## config.mk

```make
export PLATFORM = sky130hd
export DESIGN_NAME = multi_channel_heartbeat_monitor_unit
export DESIGN_NICKNAME = d
export VERILOG_FILES = /design/src/rtl/mchm_pkg.sv /design/src/rtl/multi_channel_heartbeat_monitor_unit.sv /design/src/rtl/mchm_elapsed_cmp.sv
export VERILOG_INCLUDE_DIRS = /design/src /design/src/rtl
export SDC_FILE = /design/constraint.sdc
export NUM_CORES = 1
export LEC_CHECK = 0
export ABC_CLOCK_PERIOD_IN_PS = 6300
export BUFFER_PORTS_ARGS = -buffer_cell sky130_fd_sc_hd__buf_2
export CAP_MARGIN = 30
export CORE_ASPECT_RATIO = 0.6
export CORE_MARGIN = 1.5
export CORE_UTILIZATION = 55
export CTS_CLUSTER_DIAMETER = 60
export DETAILED_ROUTE_END_ITERATION = 8
export HOLD_SLACK_MARGIN = 0.08
export PLACE_DENSITY = 0.76
export RECOVER_POWER = 100
export REMOVE_ABC_BUFFERS = 1
export SLEW_MARGIN = 10
export SYNTH_ARGS = -nofsm -noshare
export SYNTH_HDL_FRONTEND = slang
export SYNTH_SLANG_ARGS = --single-unit
export TNS_END_PERCENT = 20
```

## constraint.sdc

```tcl
create_clock -name clk -period 6.3 [get_ports clk]
set_input_delay 0.945 -clock clk [delete_from_list [all_inputs] [get_ports clk]]
set_output_delay 0.945 -clock clk [all_outputs]
set_load 0.1 [all_outputs]
```

## src/rtl/multi_channel_heartbeat_monitor_unit_defines.svh

```systemverilog
// Assertion macros shared by the heartbeat monitor RTL.
// Needs clk and rst in scope at the point of use.
`ifndef MULTI_CHANNEL_HEARTBEAT_MONITOR_UNIT_DEFINES_SVH
`define MULTI_CHANNEL_HEARTBEAT_MONITOR_UNIT_DEFINES_SVH

// same-cycle implication
`define MCHM_ASSERT_NOW(lbl, ante, cons, msg) \
  lbl: assert property (@(posedge clk) disable iff (rst) (ante) |-> (cons)) else $error(msg);

// next-cycle implication
`define MCHM_ASSERT_NEXT(lbl, ante, cons, msg) \
  lbl: assert property (@(posedge clk) disable iff (rst) (ante) |=> (cons)) else $error(msg);

`endif

```

## src/rtl/mchm_pkg.sv

```systemverilog
// Shared types, constants and loop-index helpers for the heartbeat monitor.
// No dependencies.
package mchm_pkg;

  localparam int MOTORS_DEF    = 8;
  localparam int TICK_BITS_DEF = 32;
  localparam int LOOPS         = 12;
  localparam int WAIT_W        = 32;
  localparam logic [WAIT_W-1:0] WAIT_RESET = 32'd100;

  typedef enum logic [1:0] {
    EV_MSG_OK  = 2'd0,
    EV_OFFLINE = 2'd1,
    EV_DONE    = 2'd2,
    EV_RANGE   = 2'd3
  } event_t;

  typedef enum logic [1:0] {
    ST_IDLE,
    ST_MSG,
    ST_SCAN,
    ST_FIN
  } state_t;

  // speed loop index: motors 4 and 5 trade places
  function automatic logic [2:0] speed_index(input logic [2:0] m);
    logic [2:0] r;
    r = m;
    if (m == 3'd4) r = 3'd5;
    if (m == 3'd5) r = 3'd4;
    return r;
  endfunction

  function automatic logic has_pos(input logic [2:0] idx);
    return idx[2];
  endfunction

  // speed bit plus, for indices 4..7, the position bit at index + 4
  function automatic logic [LOOPS-1:0] loop_bits(input logic [2:0] idx);
    logic [LOOPS-1:0] v;
    v = '0;
    v[idx] = 1'b1;
    if (idx[2]) v[{2'b10, idx[1:0]}] = 1'b1;
    return v;
  endfunction

endpackage

```

## src/rtl/multi_channel_heartbeat_monitor_unit.sv

```systemverilog
// Per-motor heartbeat timeout monitor, top level.
// Uses mchm_pkg, mchm_elapsed_cmp and the assertion macro header.
//
// Usage:
//   s_* channel takes one word per command: tuser = opcode (0 message,
//   1 sweep), tdata = motor and current tick. m_* channel returns result
//   words: tuser = event code, tlast marks the final result of a command.
//   cfg_* writes the timeout in ticks; it is always ready.
// Operation:
//   A message gives one result, loaded into the output register from the
//   message state once that register is free. A sweep visits one motor per
//   cycle, unless it halts on an output stall (see Stall), through the single
//   elapsed-time subtract/compare unit; each dropped motor yields one word,
//   or one done word when none drops. s_tready is high only while no command
//   is in work.
// Stall:
//   A single output register holds a result until m_tready; the sweep halts
//   on a motor that drops while an earlier result still waits for a free
//   output register. The next command may be accepted while the final result
//   of the previous one is still held.
// Reset:
//   rst (synchronous) marks all motors offline, clears all loop enables,
//   sets the timeout to 100 ticks and empties the output register.
`include "multi_channel_heartbeat_monitor_unit_defines.svh"

module multi_channel_heartbeat_monitor_unit #(
  parameter int MOTORS    = mchm_pkg::MOTORS_DEF,
  parameter int TICK_BITS = mchm_pkg::TICK_BITS_DEF
) (
  input  logic        clk,
  input  logic        rst,
  input  logic        s_tvalid,
  output logic        s_tready,
  input  logic [39:0] s_tdata,   // [3:0] motor, [35:4] now, [39:36] zero
  input  logic        s_tuser,   // [0] opcode
  output logic        m_tvalid,
  input  logic        m_tready,
  output logic [23:0] m_tdata,   // [3:0] event_motor, [6:4] speed_loop_index,
                                 // [7] has_position_loop, [19:8] loop_enable_mask,
                                 // [20] first_motor_online, [23:21] zero
  output logic [1:0]  m_tuser,   // [1:0] event_res
  output logic        m_tlast,
  input  logic        cfg_valid,
  output logic        cfg_ready,
  input  logic [31:0] cfg_data
);

  localparam int IDX_W = $clog2(MOTORS);
  localparam int LOOPS = mchm_pkg::LOOPS;

  mchm_pkg::state_t state, state_next;

  logic [mchm_pkg::WAIT_W-1:0] wait_ticks;
  logic [MOTORS-1:0]           online;
  logic [LOOPS-1:0]            loop_en;
  logic [TICK_BITS-1:0]        seen_mem [MOTORS];

  logic [3:0]           in_motor;
  logic [TICK_BITS-1:0] in_now;
  logic [IDX_W-1:0]     cnt;

  logic             pend_valid;
  logic [3:0]       pend_motor;
  logic [2:0]       pend_idx;
  logic             pend_pos;
  logic [LOOPS-1:0] pend_mask;

  // control and output-load decisions
  logic             slot_free;
  logic             out_load;
  logic [1:0]       out_ev;
  logic [3:0]       out_motor;
  logic [2:0]       out_idx;
  logic             out_pos;
  logic [LOOPS-1:0] out_mask;
  logic             out_first;
  logic             out_last;
  logic             do_msg;
  logic             do_drop;
  logic             cnt_adv;
  logic             pend_clr;

  logic             in_range;
  logic [2:0]       msg_idx;
  logic [2:0]       scan_idx;
  logic [LOOPS-1:0] scan_mask;
  logic             over;
  logic             drop;

  assign cfg_ready = 1'b1;
  assign s_tready  = (state == mchm_pkg::ST_IDLE);
  assign slot_free = !m_tvalid || m_tready;

  assign in_range  = in_motor < 4'(MOTORS);
  assign msg_idx   = mchm_pkg::speed_index(in_motor[2:0]);
  assign scan_idx  = mchm_pkg::speed_index(3'(cnt));
  assign scan_mask = loop_en & ~mchm_pkg::loop_bits(scan_idx);

  mchm_elapsed_cmp #(
    .TICK_BITS (TICK_BITS)
  ) u_cmp (
    .now        (in_now),
    .seen       (seen_mem[cnt]),
    .wait_ticks (wait_ticks),
    .over       (over)
  );

  assign drop = online[cnt] && over;

  always_ff @(posedge clk) begin
    if (rst) begin
      state <= mchm_pkg::ST_IDLE;
    end else begin
      state <= state_next;
    end
  end

  always_comb begin
    state_next = state;
    out_load   = 1'b0;
    out_ev     = mchm_pkg::EV_MSG_OK;
    out_motor  = '0;
    out_idx    = '0;
    out_pos    = 1'b0;
    out_mask   = loop_en;
    out_first  = online[0];
    out_last   = 1'b1;
    do_msg     = 1'b0;
    do_drop    = 1'b0;
    cnt_adv    = 1'b0;
    pend_clr   = 1'b0;
    unique case (state)
      mchm_pkg::ST_IDLE: begin
        if (s_tvalid) begin
          state_next = s_tuser ? mchm_pkg::ST_SCAN : mchm_pkg::ST_MSG;
        end
      end
      mchm_pkg::ST_MSG: begin
        if (slot_free) begin
          out_load   = 1'b1;
          out_motor  = in_motor;
          state_next = mchm_pkg::ST_IDLE;
          if (in_range) begin
            do_msg    = 1'b1;
            out_ev    = mchm_pkg::EV_MSG_OK;
            out_idx   = msg_idx;
            out_pos   = mchm_pkg::has_pos(msg_idx);
            out_mask  = loop_en | mchm_pkg::loop_bits(msg_idx);
            out_first = online[0] || (in_motor == 4'd0);
          end else begin
            out_ev = mchm_pkg::EV_RANGE;
          end
        end
      end
      mchm_pkg::ST_SCAN: begin
        // hold while a drop needs to push out the previous one
        if (!(drop && pend_valid && !slot_free)) begin
          cnt_adv = 1'b1;
          if (drop) begin
            do_drop = 1'b1;
            if (pend_valid) begin
              out_load  = 1'b1;
              out_ev    = mchm_pkg::EV_OFFLINE;
              out_motor = pend_motor;
              out_idx   = pend_idx;
              out_pos   = pend_pos;
              out_mask  = pend_mask;
              out_first = online[0];
              out_last  = 1'b0;
            end
          end
          if (cnt == IDX_W'(MOTORS - 1)) begin
            state_next = mchm_pkg::ST_FIN;
          end
        end
      end
      mchm_pkg::ST_FIN: begin
        if (slot_free) begin
          out_load   = 1'b1;
          pend_clr   = 1'b1;
          state_next = mchm_pkg::ST_IDLE;
          if (pend_valid) begin
            out_ev    = mchm_pkg::EV_OFFLINE;
            out_motor = pend_motor;
            out_idx   = pend_idx;
            out_pos   = pend_pos;
            out_mask  = pend_mask;
          end else begin
            out_ev = mchm_pkg::EV_DONE;
          end
        end
      end
      default: state_next = mchm_pkg::ST_IDLE;
    endcase
  end

  // control state
  always_ff @(posedge clk) begin
    if (rst) begin
      wait_ticks <= mchm_pkg::WAIT_RESET;
      online     <= '0;
      loop_en    <= '0;
      m_tvalid   <= 1'b0;
      pend_valid <= 1'b0;
      cnt        <= '0;
    end else begin
      if (cfg_valid && cfg_ready) begin
        wait_ticks <= cfg_data;
      end
      if (s_tvalid && s_tready) begin
        cnt <= '0;
      end else if (cnt_adv && cnt != IDX_W'(MOTORS - 1)) begin
        cnt <= cnt + 1'b1;
      end
      if (do_msg) begin
        online[in_motor[IDX_W-1:0]] <= 1'b1;
        loop_en <= loop_en | mchm_pkg::loop_bits(msg_idx);
      end
      if (do_drop) begin
        online[cnt] <= 1'b0;
        loop_en     <= scan_mask;
        pend_valid  <= 1'b1;
      end else if (pend_clr) begin
        pend_valid <= 1'b0;
      end
      if (out_load) begin
        m_tvalid <= 1'b1;
      end else if (m_tready) begin
        m_tvalid <= 1'b0;
      end
    end
  end

  // payload registers
  always_ff @(posedge clk) begin
    if (s_tvalid && s_tready) begin
      in_motor <= s_tdata[3:0];
      in_now   <= TICK_BITS'(s_tdata[35:4]);
    end
    if (do_msg) begin
      seen_mem[in_motor[IDX_W-1:0]] <= in_now;
    end
    if (do_drop) begin
      pend_motor <= 4'(cnt);
      pend_idx   <= scan_idx;
      pend_pos   <= mchm_pkg::has_pos(scan_idx);
      pend_mask  <= scan_mask;
    end
    if (out_load) begin
      m_tuser <= out_ev;
      m_tlast <= out_last;
      m_tdata <= {3'b000, out_first, out_mask, out_pos, out_idx, out_motor};
    end
  end

  `MCHM_ASSERT_NEXT(a_accept_busy, s_tvalid && s_tready,
                    state != mchm_pkg::ST_IDLE, "accept left block idle")
  `MCHM_ASSERT_NOW(a_done_last, m_tvalid && (m_tuser == mchm_pkg::EV_DONE),
                   m_tlast, "done result without last")
  `MCHM_ASSERT_NOW(a_drop_motor, m_tvalid && (m_tuser == mchm_pkg::EV_OFFLINE),
                   m_tdata[3:0] < 4'(MOTORS), "offline motor out of range")
  `MCHM_ASSERT_NOW(a_range_motor, m_tvalid && (m_tuser == mchm_pkg::EV_RANGE),
                   m_tdata[3:0] >= 4'(MOTORS), "range event for valid motor")

endmodule

```

## src/rtl/mchm_elapsed_cmp.sv

```systemverilog
// Shared elapsed-time unit: wrapped subtract of a stored tick from now,
// compared against the timeout. Uses mchm_pkg.
module mchm_elapsed_cmp #(
  parameter int TICK_BITS = mchm_pkg::TICK_BITS_DEF
) (
  input  logic [TICK_BITS-1:0]          now,
  input  logic [TICK_BITS-1:0]          seen,
  input  logic [mchm_pkg::WAIT_W-1:0]   wait_ticks,
  output logic                          over
);

  localparam int CW = (TICK_BITS > mchm_pkg::WAIT_W) ? TICK_BITS : mchm_pkg::WAIT_W;

  logic [TICK_BITS-1:0] elapsed;

  assign elapsed = now - seen;
  assign over    = CW'(elapsed) > CW'(wait_ticks);

endmodule
```

# ---- Yosys cells after proc, flatten, opt, wreduce, memory -nomap -nowiden
# Memories as Yosys holds them, arrays and structs flattened. A register that Yosys moved wholly into a read port is not among the register bits.
# Cells that the tools add are included.
dict set report totals {
  word_cells 178
  input_bits 78
  mem_count 1
  out_inout_bits 30
  ram_bits 256
  reg_bits 138
}
dict set report op_classes {
  n_lt_le_gt_ge 14
  n_mux 97
  eq_ne 13
  n_bitwise 11
  reduce_logical 24
  n_addsub 2
}
# name words word_bits rd rd_ports_with_merged_regs wr line
set mem_list {}
lappend mem_list {seen_mem 8 32 1 1 1 multi_channel_heartbeat_monitor_unit.sv:56} ;# logic [TICK_BITS-1:0] seen_mem [MOTORS];
# operator n
set ops {}
lappend ops {{2-to-1 mux 12 bit} 15}
lappend ops {{2-to-1 mux 3 bit} 16}
lappend ops {{2-to-1 mux 1 bit} 39}
lappend ops {{case mux 12 bit (3 select lines)} 1}
lappend ops {{greater-than comparator 32 bit} 1}
lappend ops {{subtractor 32 bit} 1}
lappend ops {{2-to-1 mux 8 bit} 3}
lappend ops {{bitwise OR 12 bit} 2}
lappend ops {{bitwise OR 8 x 12 -> 12 bit} 2}
lappend ops {{2-to-1 mux 2 bit} 9}
lappend ops {{== test 3 bit, second input constant} 5}
lappend ops {{AND 12 bit} 1}
lappend ops {{demux 1 bit (select 3 bit)} 4}
lappend ops {{>= comparator 3 x 1 -> 1 bit, second input constant} 4}
lappend ops {{NOT 12 bit} 1}
lappend ops {{case mux 2 bit (3 select lines)} 2}
lappend ops {{case mux 4 bit (3 select lines)} 1}
lappend ops {{logical AND 1 bit} 11}
lappend ops {{< comparator 3 x 5 -> 1 bit, second input constant} 2}
lappend ops {{< comparator 4 x 5 -> 1 bit, second input constant} 2}
lappend ops {{case mux 3 bit (3 select lines)} 1}
lappend ops {{AND 8 bit} 1}
lappend ops {{>= comparator 4 x 1 -> 1 bit, second input constant} 2}
lappend ops {{< comparator 3 x 4 -> 1 bit, second input constant} 2}
lappend ops {{23 further kinds} 33}

# ---- Logic depth before layout (Yosys ltp)
# Gate-level depths: netlist of the first run.
dict set report logic_depth {
  ltp_word 16
  mapped_depth 25
  ltp_nobuf 22
}

# ---- Cells and area by module
# Synthesis of the first run repeated with hierarchy kept, for this count alone.
dict set report hier_totals {
  cells_unflattened 1218
  hier_area_um2 18016.0
}
# mod cells_per_inst area_each_um2 instances seq_area_each_um2
set by_module_without_submodules {}
lappend by_module_without_submodules {multi_channel_heartbeat_monitor_unit 856 15389.8 1 11270.8}
lappend by_module_without_submodules {mchm_elapsed_cmp 362 2626.3 1 0.0}

# ---- Worst setup path after synthesis of the first run
# No wires, ideal clock.
dict set report synth_timing {
  kind {register to register}
  start {reg with a tool-made name}
  end {reg m_tdata[0] (enable)}
  synth_period_minus_slack_ns 6.874
  arrival_time_ns 6.449
  path_buffers 4
  required_ns 5.875
  path_stages_with_launch 25
  path_slack_ns -0.574
  setup_ns 0.425
  path_cell_list {dfxtp_1 -> clkbuf_1 -> buf_1 -> mux4_2 -> mux2i_1 -> ha_1 -> a211o_1 -> a2111o_1 -> o211ai_2 -> nor3_2 -> o31a_1 -> o31a_1 -> a21oi_2 -> o211ai_1 -> ha_1 -> nand4_1 -> nor4_2 -> a32oi_1 -> and3_1 -> buf_2 -> nand3_1 -> o21a_1 -> buf_4 -> nand2b_1 -> nand2_1}
}
# element line
set synth_lines {}
lappend synth_lines {{end signal: assignment} multi_channel_heartbeat_monitor_unit.sv:252} ;# m_tdata <= {3'b000, out_first, out_mask, out_pos, out_idx, out_motor};
lappend synth_lines {{end: declaration} multi_channel_heartbeat_monitor_unit.sv:38} ;# output logic [23:0] m_tdata,

==> reports/qor.yml, run 1 <==
clock_tree:
  cts_tree: "yes"
  cts_buffer_depth: 3
  clk_pin_slew_ns: 0.07
  clk_latency_ns: 0.53
  cts_sinks: 396
  root_buffer: "clkbuf_16"
  htreeDepth: 2
  numCtsBuffers: 37
  hold_buffers: 0
power:
  leakage_nw: 7.00
  finalPower_mw: 5.83
  p_comb_share_pct: 10.5
  power_density_mw_per_mm2: 292
  switching_share_pct: 23.6
  peakVddDrop_v: 0.000238
  p_sw_mw: 1.38
  intPower_mw: 4.45
  seqPwrFrac_pct: 50.9
  clockPowerShare_pct: 38.7
status:
  violations: "capacitance limit, slew limit"
  outcome: "finished with violations"
layout:
  layout_common_cells: "edfxtp_1 (334), nor2_1 (76), buf_2 (69)"
  postLayoutCellArea_sq_mm: 0.0200
  syn2layout_area_growth_pct: 14.4
  layout_commonest_cell: "edfxtp_1"
  drive_gt1_share_pct: 19.3
  layout.nets: 1468
  antenna_cells: 0
  final-instance-count-excl-fill: 1762
  multi_input_area_sq_mm: 0.00579
  regArea_sq_mm: 0.0113
  fill_cells: 2250
critical_path:
  r2r-end: "m_tdata[9]"
  cp_slowest_stage_delay_ns: 0.52
  path_max_fanout: 9
  crit_top_cell: "a211o_1"
  cp-end-kind: "register"
  crit_required_ns: 6.57
  rrSetupSlack_ns: 0.21
  critPathLaunchType: "register"
  r2r_cells: 21
  arrival_ns: 6.35
  cp-endpoint: "m_tdata[9]"
  crit_type: "register to register"
  crit_chain: "buf_4, mux4_2, mux2i_1, ha_1, a211o_1, a2111o_1, o211ai_2, nor3_2, o31a_1, o31a_1, buf_4, a211o_1, ha_1, nand4_1, nor4_4, a32oi_1, and3_4, nand3_1, o211a_1, nor2_2, a211o_1"
  cp_slowest_cell: "mux4_2"
global_routing:
  overflow: 0
  grt_usage_pct: 23.9
  grt_pass1_wl_microns: 59400
  grt_start_max_net_pins: 54
  antenna_found_initial: 0
  grt_pass1_vias: 10469
detailed_routing:
  avgRoutedWirePerCell_microns: 22.0
  drt_iter0_drc: 1148
  drtPass1Iterations: 5
  ant_nets: 0
  drc: 0
  via_per_inst: 6.04
  vias: 10646
  routed_wirelength_microns: 38800
sta:
  relSlewSlack_pct: -92.3
  rsz0062_at_grt: "no"
  fin_crit_sh_pct: 96.6
  setup_viol: 0
  drv_slew: 278
  skew_ns: 0.0234
  min_period_ns: 6.09
  hold_violations: 0
  setup_slack_ns: 0.214
  tightest_slew_ns: 2.88
  fmax_mhz: 164
  setup_tns_ns: 0
synthesis:
  synthCells: 1176
  ys_warn_count: 0
  ys.flop_type: "edfxtp_1"
  syn-cell-area_sq_mm: 0.0175
  ys_seq_elements: 396
  synth_edf_count: 334
  synth.distinct_cells: 70
  syn_avg_cell_area_sq_um: 14.9
  synthArstFlopShare_pct: 0
  ys_seq_area_share_pct: 64.5
place:
  place_inst: 1685
  dp_hpwl_microns: 24700
  dp_slack_ns: -0.00673
  place_congestion: 0.881
  numPortBuffers: 99
  placed_cell_area_sq_mm: 0.0187
floorplan:
  fp.coreArea_sq_mm: 0.0312
  io_pins: 108
  initial_core_util_pct: 56.0
  fp-row-count: 50
  chipWidth_microns: 233
  dieArea_sq_mm: 0.0329
  dieHeight_microns: 141
job:
  maxCapViolCount: 8
hold_path:
  hold_path_class: "register to register"
power by group through the flow:
stage / logic, mW / clock network (mW) / registers [mW]
final: 0.610 / 2.25 / 2.96
after global routing: 0.668 / 2.38 / 2.97
after CTS: 0.594 / 2.28 / 2.96
after detailed placement: 0.587 / 0 / 3.02
after floorplan: 0.355 / 0 / 3.06
after global placement: 0.568 / 0 / 3.01
synth_stat cells, types with 5 or more instances:
cell type  count  area (sq um)
edfxtp_1     334         10000
nor2_1        79           297
ha_1          68           851
inv_1         67           251
mux2i_1       64           641
mux4_2        64          1440
dfxtp_1       62          1240
nand2_1       53           199
a21oi_1       40           200
clkbuf_1      37           139
o21ai_0       31           155
nand3_1       20           100
nor3_1        20           100
a21o_1        18           135
xnor2_1       16           140
a211oi_1      11          82.6
o211ai_1      10          75.1
buf_1          9          33.8
nand4_1        9          56.3
o41ai_1        9          78.8
a31oi_1        8          50.1
o21a_1         8          60.1
xor2_1         8          70.1
or3_1          7          43.8
a21boi_0       6          45.0
a22o_1         6          52.6
nor2b_1        6          37.5
o22ai_1        6          37.5
a221oi_1       5          43.8
a41oi_1        5          43.8
and2_1         5          31.3
buf_4          5          37.5
nand2b_1       5          31.3
o31ai_1        5          37.5
layout make-up:
cell class,count,share of cell area [%]
tap,416,2.60
multi-input combinational,659,29.0
sequential,396,56.4
clock buffer,51,5.15
timing repair buffer,159,4.70
clock inverter,13,0.870
inverter,68,1.28
worst min path at each step:
stage	from	end	slack, ns	depth (start not counted)
2_1_floorplan	online[6]	online[6]	0.44	2
3_3_place_gp	loop_en[7]	loop_en[7]	0.47	2
5_1_grt	loop_en[8]	loop_en[8]	0.51	2
4_1_cts	loop_en[10]	loop_en[10]	0.47	2
6_report	loop_en[10]	loop_en[10]	0.48	2
3_5_place_dp	loop_en[10]	loop_en[10]	0.47	2
metrics by stage:
stage | utilization [%] | hold WS [ns]
2_1_floorplan | - | 0.437
3_3_place_gp | 59.9 | 0.466
3_5_place_dp | 60.0 | 0.465
4_1_cts | 63.9 | 0.474
5_1_grt | 64.0 | 0.505
6_report | 64.0 | 0.479
cells by family (layout without fill, tap and decap cells):
| kind of cell | Yosys count | in the layout | synth area share (%) |
|---|---|---|---|
| AO/OA/AOI/OAI | 203 | 203 | 8.14 |
| XOR/XNOR | 24 | 24 | 1.20 |
| adder cells (fa/ha/maj) | 69 | 69 | 4.99 |
| buffers and inverters | 123 | 291 | 2.78 |
| flip-flops | 396 | 396 | 64.5 |
| multiplexers | 131 | 131 | 12.1 |
| other | 2 | 4 | 0.0430 |
| AND/OR/NAND/NOR | 228 | 228 | 6.21 |
flip-flops by register name (all words and copies together) (netlist names), named ones only:
register and flops:
cnt 3, in_motor 4, in_now 32, loop_en 12, m_tdata 21, m_tlast 1
m_tuser 2, m_tvalid 1, online 8, pend_idx 3, pend_mask 12, pend_motor 3
pend_valid 1, seen_mem 256, state 2, wait_ticks 32
timing repair:
action                     4_1_cts  5_1_grt
cloned                           0        0
setup buffers                    0       11
pin swaps                        0        8
gates resized for setup          2       13
hold endpoints to repair         0        0
setup endpoints to repair       25       91
layer usage:
| layer | up-vias | track usage [%] | share of wire, % |
|---|---|---|---|
| met2 | 405 | 36.0 | 45 |
| li1 | 4837 | - | - |
| met4 | 0 | 5.67 | 1.8 |
| met3 | 55 | 4.79 | 7.4 |
| met1 | 5349 | 36.0 | 46 |
| met5 | - | 0 | 0 |
critical path: cells and delay by family, from the launching register on:
family / cells / cell delay (ns)
compound gates: 9 / 2.63
fa+ha+maj: 2 / 0.55
buf+inv: 2 / 0.35
flops: 1 / 0.42
mux: 2 / 0.66
simple gates: 6 / 1.20
(Power assumes the default switching activity.)
==> inputs of run 2 (changes only) <==
Settings changed: ABC_AREA from default to 1.
==> run 2 against run 1 <==
Compared with the run above:
- the run still ends with capacitance limit, slew limit left
- worst hold slack worse by 0.0065 ns
- design area up 0.38%
- synthesized area up 2.8%
- maximum frequency up 3.4%
- die area up 2.8%
==> reports/qor.yml, run 2 <==
clock_tree:
  cts_buffer_depth: 3  # unchanged
  root_buffer: "clkbuf_16"  # unchanged
  cts_tree: "yes"  # unchanged
  hold_buffers: 0  # unchanged
  numCtsBuffers: 37  # unchanged
  cts_setup_buffers: 0  # unchanged
  htreeDepth: 2  # unchanged
  clk_pin_slew_ns: 0.06  # was 0.07 ns
  clk_latency_ns: 0.54  # was 0.53 ns
  cts_sinks: 396  # unchanged
power:
  p_sw_mw: 2.22  # was 1.38 mW
  seqPwrFrac_pct: 43.8  # was 50.9%
  leakage_nw: 7.49  # was 7.00 nW
  switching_share_pct: 31.3  # was 23.6%
  clockPowerShare_pct: 32.3  # was 38.7%
  power_density_mw_per_mm2: 354  # was 292 mW/mm^2
  intPower_mw: 4.88  # was 4.45 mW
  p_comb_share_pct: 23.9  # was 10.5%
  peakVddDrop_v: 0.000264  # was 0.000238 V
synthesis:
  ys.flop_type: "edfxtp_1"  # unchanged
  synth_xor_area_share_pct: 1.51  # was 1.20%
  ys_seq_elements: 396  # unchanged
  yosys-top-cells-count: "edfxtp_1 (334), o21ai_0 (252), nor2_1 (221), nand2_1 (170), inv_1 (137)"  # was edfxtp_1 (334), nor2_1 (79), ha_1 (68), inv_1 (67)
  ys_seq_area_share_pct: 62.7  # was 64.5%
  synth.distinct_cells: 45  # was 70
  synthCells: 1678  # was 1,176
  synthSimpleGateAreaFrac_pct: 11.4  # was 6.21%
  synth_area_leaders: "edfxtp_1 (56%), o21ai_0 (7.0%), dfxtp_1 (6.9%), ha_1 (4.7%), nor2_1 (4.6%)"  # was edfxtp_1 (57%), mux4_2 (8.3%), dfxtp_1 (7.1%), ha_1 (4.9%), mux2i_1 (3.7%)
  synth-adder-area-share_pct: 4.85  # was 4.99%
  synth_edf_count: 334  # unchanged
  synth_top_area_share_pct: 55.8  # was 57.4%
  yosys.area.top_type: "edfxtp_1"  # unchanged
  muxShareOfSynthArea_pct: 0  # was 12.1%
  synthArstFlopShare_pct: 0  # unchanged
  ys_warn_count: 0  # unchanged
  syn-cell-area_sq_mm: 0.0180  # was 0.0175 sq mm
  synth_top_family_by_area: "compound AO/OA/AOI/OAI gates"  # was multiplexers
  synth.most_common_cell: "edfxtp_1"  # unchanged
  synth-compound-area-share_pct: 14.6  # was 8.14%
  syn_avg_cell_area_sq_um: 10.7  # was 14.9 sq um
detailed_routing:
  routed_wirelength_microns: 43900  # was 38,800 microns
  avgRoutedWirePerCell_microns: 19.8  # was 22.0 microns
  via_per_inst: 5.89  # was 6.04
  ant_nets: 0  # unchanged
  drt_iter0_drc: 1417  # was 1,148
  vias: 13059  # was 10,646
  drtPass1Iterations: 6  # was 5
  drc: 0  # unchanged
floorplan:
  io_pins: 108  # unchanged
  fp-row-count: 51  # was 50
  fp.coreArea_sq_mm: 0.0323  # was 0.0312 sq mm
  dieHeight_microns: 143  # was 141 microns
  dieArea_sq_mm: 0.0338  # was 0.0329 sq mm
  chipWidth_microns: 236  # was 233 microns
  initial_core_util_pct: 55.6  # was 56.0%
place:
  place_congestion: 0.933  # was 0.881
  place_inst: 2152  # was 1,685
  numPortBuffers: 99  # unchanged
  dp_slack_ns: 0.598  # was -0.00673 ns
  dp_hpwl_microns: 27600  # was 24,700 microns
sta:
  skew_ns: 0.0132  # was 0.0234 ns
  min_period_ns: 5.88  # was 6.09 ns
  tightest_slew_ns: 2.96  # was 2.88 ns
  relSlewSlack_pct: -97.5  # was -92.3%
  fin_crit_sh_pct: 93.4  # was 96.6%
  setup_slack_ns: 0.416  # was 0.214 ns
  hold_violations: 0  # unchanged
  drv_slew: 354  # was 278
  rsz0062_at_grt: "no"  # unchanged
  fmax_mhz: 170  # was 164 MHz
  setup_viol: 0  # unchanged
job:
  maxCapViolCount: 10  # was 8
layout:
  layout_common_cells: "edfxtp_1 (334), o21ai_0 (252), nor2_1 (221)"  # was edfxtp_1 (334), nor2_1 (76), buf_2 (69)
  layout.nets: 1914  # was 1,468
  largest_register_ffs: 256  # unchanged
  layout_commonest_cell: "edfxtp_1"  # unchanged
  fill_cells: 2585  # was 2,250
  final-instance-count-excl-fill: 2216  # was 1,762
  drive_gt1_share_pct: 8.98  # was 19.3%
  syn2layout_area_growth_pct: 11.7  # was 14.4%
  antenna_cells: 0  # unchanged
status:
  outcome: "finished with violations"  # unchanged
  violations: "capacitance limit, slew limit"  # unchanged
critical_path:
  crit_required_ns: 6.46  # was 6.57 ns
  cp_slowest_stage_delay_ns: 0.66  # was 0.52 ns
  cp-end-kind: "register"  # unchanged
  cp_top_family: "simple AND/OR/NAND/NOR gates"  # was compound AO/OA/AOI/OAI gates
  critPathLaunchType: "register"  # unchanged
  cp_slowest_cell: "dfxtp_2"  # was mux4_2
  arrival_ns: 6.05  # was 6.35 ns
  crit_type: "register to register"  # unchanged
  crit_buf_inv: 5  # was 2
  crit_top_cell: "nand2_1"  # was a211o_1
  path_max_fanout: 64  # was 9
global_routing:
  antenna_found_initial: 0  # unchanged
  grt_start_max_net_pins: 85  # was 54
  grt_pass1_vias: 12330  # was 10,469
  overflow: 0  # unchanged
  grt_usage_pct: 26.1  # was 23.9%
  grt_pass1_wl_microns: 68100  # was 59,400 microns
hold_path:
  hold_path_class: "register to register"  # unchanged
run 2: cell types whose count changed after synthesis, moves of 32 or more:
| cell | before | now |
|---|---|---|
| inv_1 | 67 | 137 |
| o221ai_1 | 1 | 33 |
| a21oi_1 | 40 | 107 |
| nand2_1 | 53 | 170 |
| mux2i_1 | 64 | 0 |
| mux4_2 | 64 | 0 |
| nor2_1 | 79 | 221 |
| o21ai_0 | 31 | 252 |
run 2: power by group through the flow:
stage	Sequential, mW	Combinational, mW	Clock (mW)
after floorplan	3.29	1.08	0
after global placement	3.15	1.64	0
after detailed placement	3.16	1.68	0
after CTS	3.10	1.69	2.33
after global routing	3.13	1.89	2.43
final	3.11	1.70	2.29
run 2: final timing paths:
kind	to	slack (ns)	cells past startpoint	start
worst max-delay path	pend_mask[5]	0.42	27	register
worst min-delay path	wait_ticks[8]	0.47	2	wait_ticks[8]
worst max register to register	pend_mask[5]	0.42	27	register
worst min register to register	wait_ticks[8]	0.47	2	wait_ticks[8]
run 2: routing by layer:
metal,share of wire (%),wire length (microns),vias up,track usage [%]
met1,45,19900,6260,38.9
met2,44,19200,596,40.3
met3,9.4,4110,66,4.48
met4,1.8,776,0,5.84
li1,-,-,6137,-
met5,0,0,-,0
run 2: cell type report:
type,instances,area (sq um),area share [%]
flip-flops and latches,396,11300,56.2
multi-input cells,1066,5850,29.2
clock buffers,47,973,4.85
repair buffers,124,654,3.26
inverters,142,534,2.66
well taps,424,531,2.64
clock inverters,17,240,1.20
run 2: cell families after synthesis:
kind of cell	count (synthesis)
AOI/OAI and AO/OA	474
and+or+nand+nor	488
DFF	396
xor gates and xnor gates	31
buffers and inverters	218
adders and majority gates	69
other	2
run 2: metrics by stage:
step	area [sq um]	TNS (ns)	util, %	hold WS, ns	power [mW]
finish	20100	0	62.1	0.472	7.10
global route	20100	0	62.1	0.500	7.45
CTS	20200	0	62.5	0.469	7.12
detailed placement	19000	0	58.7	0.460	4.84
global placement	19000	0	58.7	0.456	4.79
floorplan	17600	-169.63	-	0.442	4.37
run 2: worst reg2reg max path, stage by stage, from the launching register on:
cell	delay, ns
dfxtp_2	0.66
clkinv_1	0.22
buf_12	0.23
nor2_1	0.23
o21ai_0	0.08
a31oi_1	0.20
ha_1	0.18
inv_1	0.06
fa_1	0.41
nand3_1	0.09
nand2_1	0.10
a21oi_1	0.31
o21ai_0	0.26
nand4_1	0.21
nand2_1	0.15
nand2_1	0.09
nand2_1	0.06
xor2_1	0.14
ha_1	0.29
nand2_1	0.07
nor2_1	0.14
nand4_1	0.12
nor3b_1	0.19
nand2_1	0.09
nand2_2	0.16
nand4_4	0.10
inv_1	0.11
clkbuf_2	0.54
run 2: timing repair:
action	in CTS	in global routing
endpoints found under the setup margin	0	1
gates resized for setup	0	1
endpoints found under the hold margin	0	0
==> inputs of run 3 (changes only) <==
Settings changed: SYNTH_HIERARCHICAL from default to 1.
==> run 3 against run 2 <==
Compared with the run above:
- the flow still finishes with violations (capacitance limit, slew limit)
- design area increased by 6.3%
- register-to-register slack improved by 0.12 ns
- sequential share of layout area decreased by 3.4 points
- global-route usage decreased by 0.067 points
- largest cell class unchanged
- largest power group is now combinational logic
==> reports/qor.yml, run 3 <==
power:
  power_density_mw_per_mm2: 428  # was 354 mW/mm^2
  leakage_nw: 8.95  # was 7.49 nW
  peakVddDrop_v: 0.000226  # was 0.000264 V
floorplan:
  fp.coreArea_sq_mm: 0.0340  # was 0.0323 sq mm
  io_pins: 108  # unchanged
  chipWidth_microns: 243  # was 236 microns
  dieHeight_microns: 147  # was 143 microns
  dieArea_sq_mm: 0.0359  # was 0.0338 sq mm
  fp-row-count: 52  # was 51
  initial_core_util_pct: 56.2  # was 55.6%
clock_tree:
  post_cts_resized: 0  # unchanged
  clk_latency_ns: 0.55  # was 0.54 ns
  cts_tree: "yes"  # unchanged
  cts_sinks: 396  # unchanged
  htreeDepth: 2  # unchanged
  hold_buffers: 0  # unchanged
  numCtsBuffers: 38  # was 37
  root_buffer: "clkbuf_16"  # unchanged
  cts_buffer_depth: 3  # unchanged
  clk_pin_slew_ns: 0.07  # was 0.06 ns
  cts_setup_buffers: 0  # unchanged
synthesis:
  synth-compound-area-share_pct: 10.1  # was 14.6%
  ys.flop_type: "edfxtp_1"  # unchanged
  syn_avg_cell_area_sq_um: 9.34  # was 10.7 sq um
  ys_seq_area_share_pct: 59.1  # was 62.7%
  synth-adder-area-share_pct: 4.50  # was 4.85%
  synth.distinct_cells: 42  # was 45
  synth_top_family_by_area: "simple AND/OR/NAND/NOR gates"  # was compound AO/OA/AOI/OAI gates
  synth_edf_count: 334  # unchanged
  synth_xor_area_share_pct: 0.734  # was 1.51%
  ys_warn_count: 6  # was 0
  synth_top_area_share_pct: 52.6  # was 55.8%
  synthSimpleGateAreaFrac_pct: 18.5  # was 11.4%
  synth.most_common_cell: "nor2_1"  # was edfxtp_1
  ys_seq_elements: 396  # unchanged
  synth_area_leaders: "edfxtp_1 (53%), nor2_1 (7.5%), nand2_1 (7.0%), dfxtp_1 (6.5%), inv_1 (5.1%)"  # was edfxtp_1 (56%), o21ai_0 (7.0%), dfxtp_1 (6.9%), ha_1 (4.7%), nor2_1 (4.6%)
  syn-cell-area_sq_mm: 0.0191  # was 0.0180 sq mm
  synthCells: 2043  # was 1,678
  yosys-top-cells-count: "nor2_1 (382), nand2_1 (355), edfxtp_1 (334), inv_1 (258), o21ai_0 (185)"  # was edfxtp_1 (334), o21ai_0 (252), nor2_1 (221), nand2_1 (170), inv_1 (137)
  synthArstFlopShare_pct: 0  # unchanged
  muxShareOfSynthArea_pct: 0  # unchanged
  yosys.area.top_type: "edfxtp_1"  # unchanged
global_routing:
  antenna_found_initial: 0  # unchanged
  grt_start_max_net_pins: 73  # was 85
  grt_pass1_wl_microns: 72900  # was 68,100 microns
  grt_usage_pct: 26.0  # was 26.1%
  grt_pass1_vias: 13626  # was 12,330
  overflow: 0  # unchanged
sta:
  whs_ns: 0.469  # was 0.472 ns
  drv_slew: 269  # was 354
  setup_viol: 0  # unchanged
  fin_crit_sh_pct: 91.5  # was 93.4%
  rsz0062_at_grt: "no"  # unchanged
  min_period_ns: 5.76  # was 5.88 ns
  skew_ns: 0.0341  # was 0.0132 ns
  fmax_mhz: 174  # was 170 MHz
  hold_violations: 0  # unchanged
  relSlewSlack_pct: -93.1  # was -97.5%
  tightest_slew_ns: 2.90  # was 2.96 ns
  setup_slack_ns: 0.538  # was 0.416 ns
place:
  dp_slack_ns: 0.774  # was 0.598 ns
  numPortBuffers: 99  # unchanged
  place_congestion: 0.955  # was 0.933
  dp_hpwl_microns: 30700  # was 27,600 microns
layout:
  syn2layout_area_growth_pct: 11.8  # was 11.7%
  layout_common_cells: "nor2_1 (382), nand2_1 (358), edfxtp_1 (334)"  # was edfxtp_1 (334), o21ai_0 (252), nor2_1 (221)
  drive_gt1_share_pct: 8.24  # was 8.98%
  largest_register_ffs: 256  # unchanged
  antenna_cells: 0  # unchanged
  fill_cells: 2790  # was 2,585
  layout.nets: 2280  # was 1,914
  layout_commonest_cell: "nor2_1"  # was edfxtp_1
status:
  outcome: "finished with violations"  # unchanged
  violations: "capacitance limit, slew limit"  # unchanged
detailed_routing:
  ant_nets: 0  # unchanged
  wl_met2_microns: 20600  # was 19,200 microns
  vias: 14595  # was 13,059
  drtPass1Iterations: 5  # was 6
  drc: 0  # unchanged
  met3_length_microns: 4290  # was 4110 microns
  m1WireLength_microns: 21500  # was 19,900 microns
  top_layer: "met5"  # was met4
  drt_iter0_drc: 1725  # was 1,417
  via_per_inst: 5.57  # was 5.89
  avgRoutedWirePerCell_microns: 18.1  # was 19.8 microns
  routed_wirelength_microns: 47300  # was 43,900 microns
critical_path:
  crit_top_cell: "nand2_1"  # unchanged
  cp_slowest_stage_delay_ns: 0.61  # was 0.66 ns
  path_max_fanout: 72  # was 64
  crit_type: "register to register"  # unchanged
  cp-end-kind: "register"  # unchanged
  cp_slowest_cell: "buf_4"  # was dfxtp_2
  crit_required_ns: 6.77  # was 6.46 ns
  critPathLaunchType: "register"  # unchanged
  arrival_ns: 6.23  # was 6.05 ns
job:
  maxCapViolCount: 8  # was 10
hold_path:
  hold_path_class: "register to register"  # unchanged
-- run 3: per-stage QoR --
stage               instance area (sq um)  util (%)  TNS, ns  power, mW  std cells
global route                        21300      62.8        0       9.63       2619
global placement                    20100      59.2        0       6.54       2550
detailed placement                  20100      59.2        0       6.63       2551
finish                              21300      62.8        0       9.12       2619
floorplan                           18700         -  -200.75       5.65       1965
CTS                                 21400      63.1        0       9.09       2617
-- run 3: power breakdown --
group          switching [mW]  internal [mW]  leakage (nW)  total [mW]
sequential              0.145           3.08          3.54        3.22
clock                   0.997           1.45         0.637        2.45
combinational            2.37           1.07          4.77        3.44
total                    3.51           5.60          8.95        9.12
-- run 3: logic make-up (layout without fill, tap and decap cells) --
kind of cell / Yosys count / after routing
other cells: 2 / 4
xor+xnor: 16 / 16
fa+ha+maj: 68 / 68
simple gates: 865 / 865
buf+inv: 345 / 460
flops: 396 / 396
compound gates: 351 / 351
-- run 3: layout make-up --
class | count | area, sq um | share of cell area [%]
Sequential cell | 396 | 11300 | 52.9
Tap cell | 459 | 574 | 2.69
Clock buffer | 46 | 1020 | 4.79
Timing Repair Buffer | 129 | 723 | 3.39
Multi-Input combinational cell | 1304 | 6430 | 30.2
Clock inverter | 20 | 303 | 1.42
Inverter | 265 | 995 | 4.66
-- run 3: worst max-delay path: cells and delay by family, from the launching register on --
| family | cells | cell delay, ns |
|---|---|---|
| adder cells (fa/ha/maj) | 2 | 0.71 |
| AND/OR/NAND/NOR | 16 | 2.45 |
| AO/OA/AOI/OAI | 5 | 1.14 |
| flip-flops | 1 | 0.37 |
| buffers and inverters | 3 | 0.97 |
-- run 3: worst paths after layout --
check | to | from | cells past startpoint | slack (ns)
max reg2reg | loop_en[3] | register | 26 | 0.54
min reg2reg | wait_ticks[6] | wait_ticks[6] | 2 | 0.47
min | wait_ticks[6] | wait_ticks[6] | 2 | 0.47
max | loop_en[3] | register | 26 | 0.54
-- run 3: layer usage --
metal  up-vias  GRT usage (%)
met4         2           6.12
met5         -           1.34
li1       6992              -
met2       636           39.2
met3        72           5.15
met1      6893           38.8
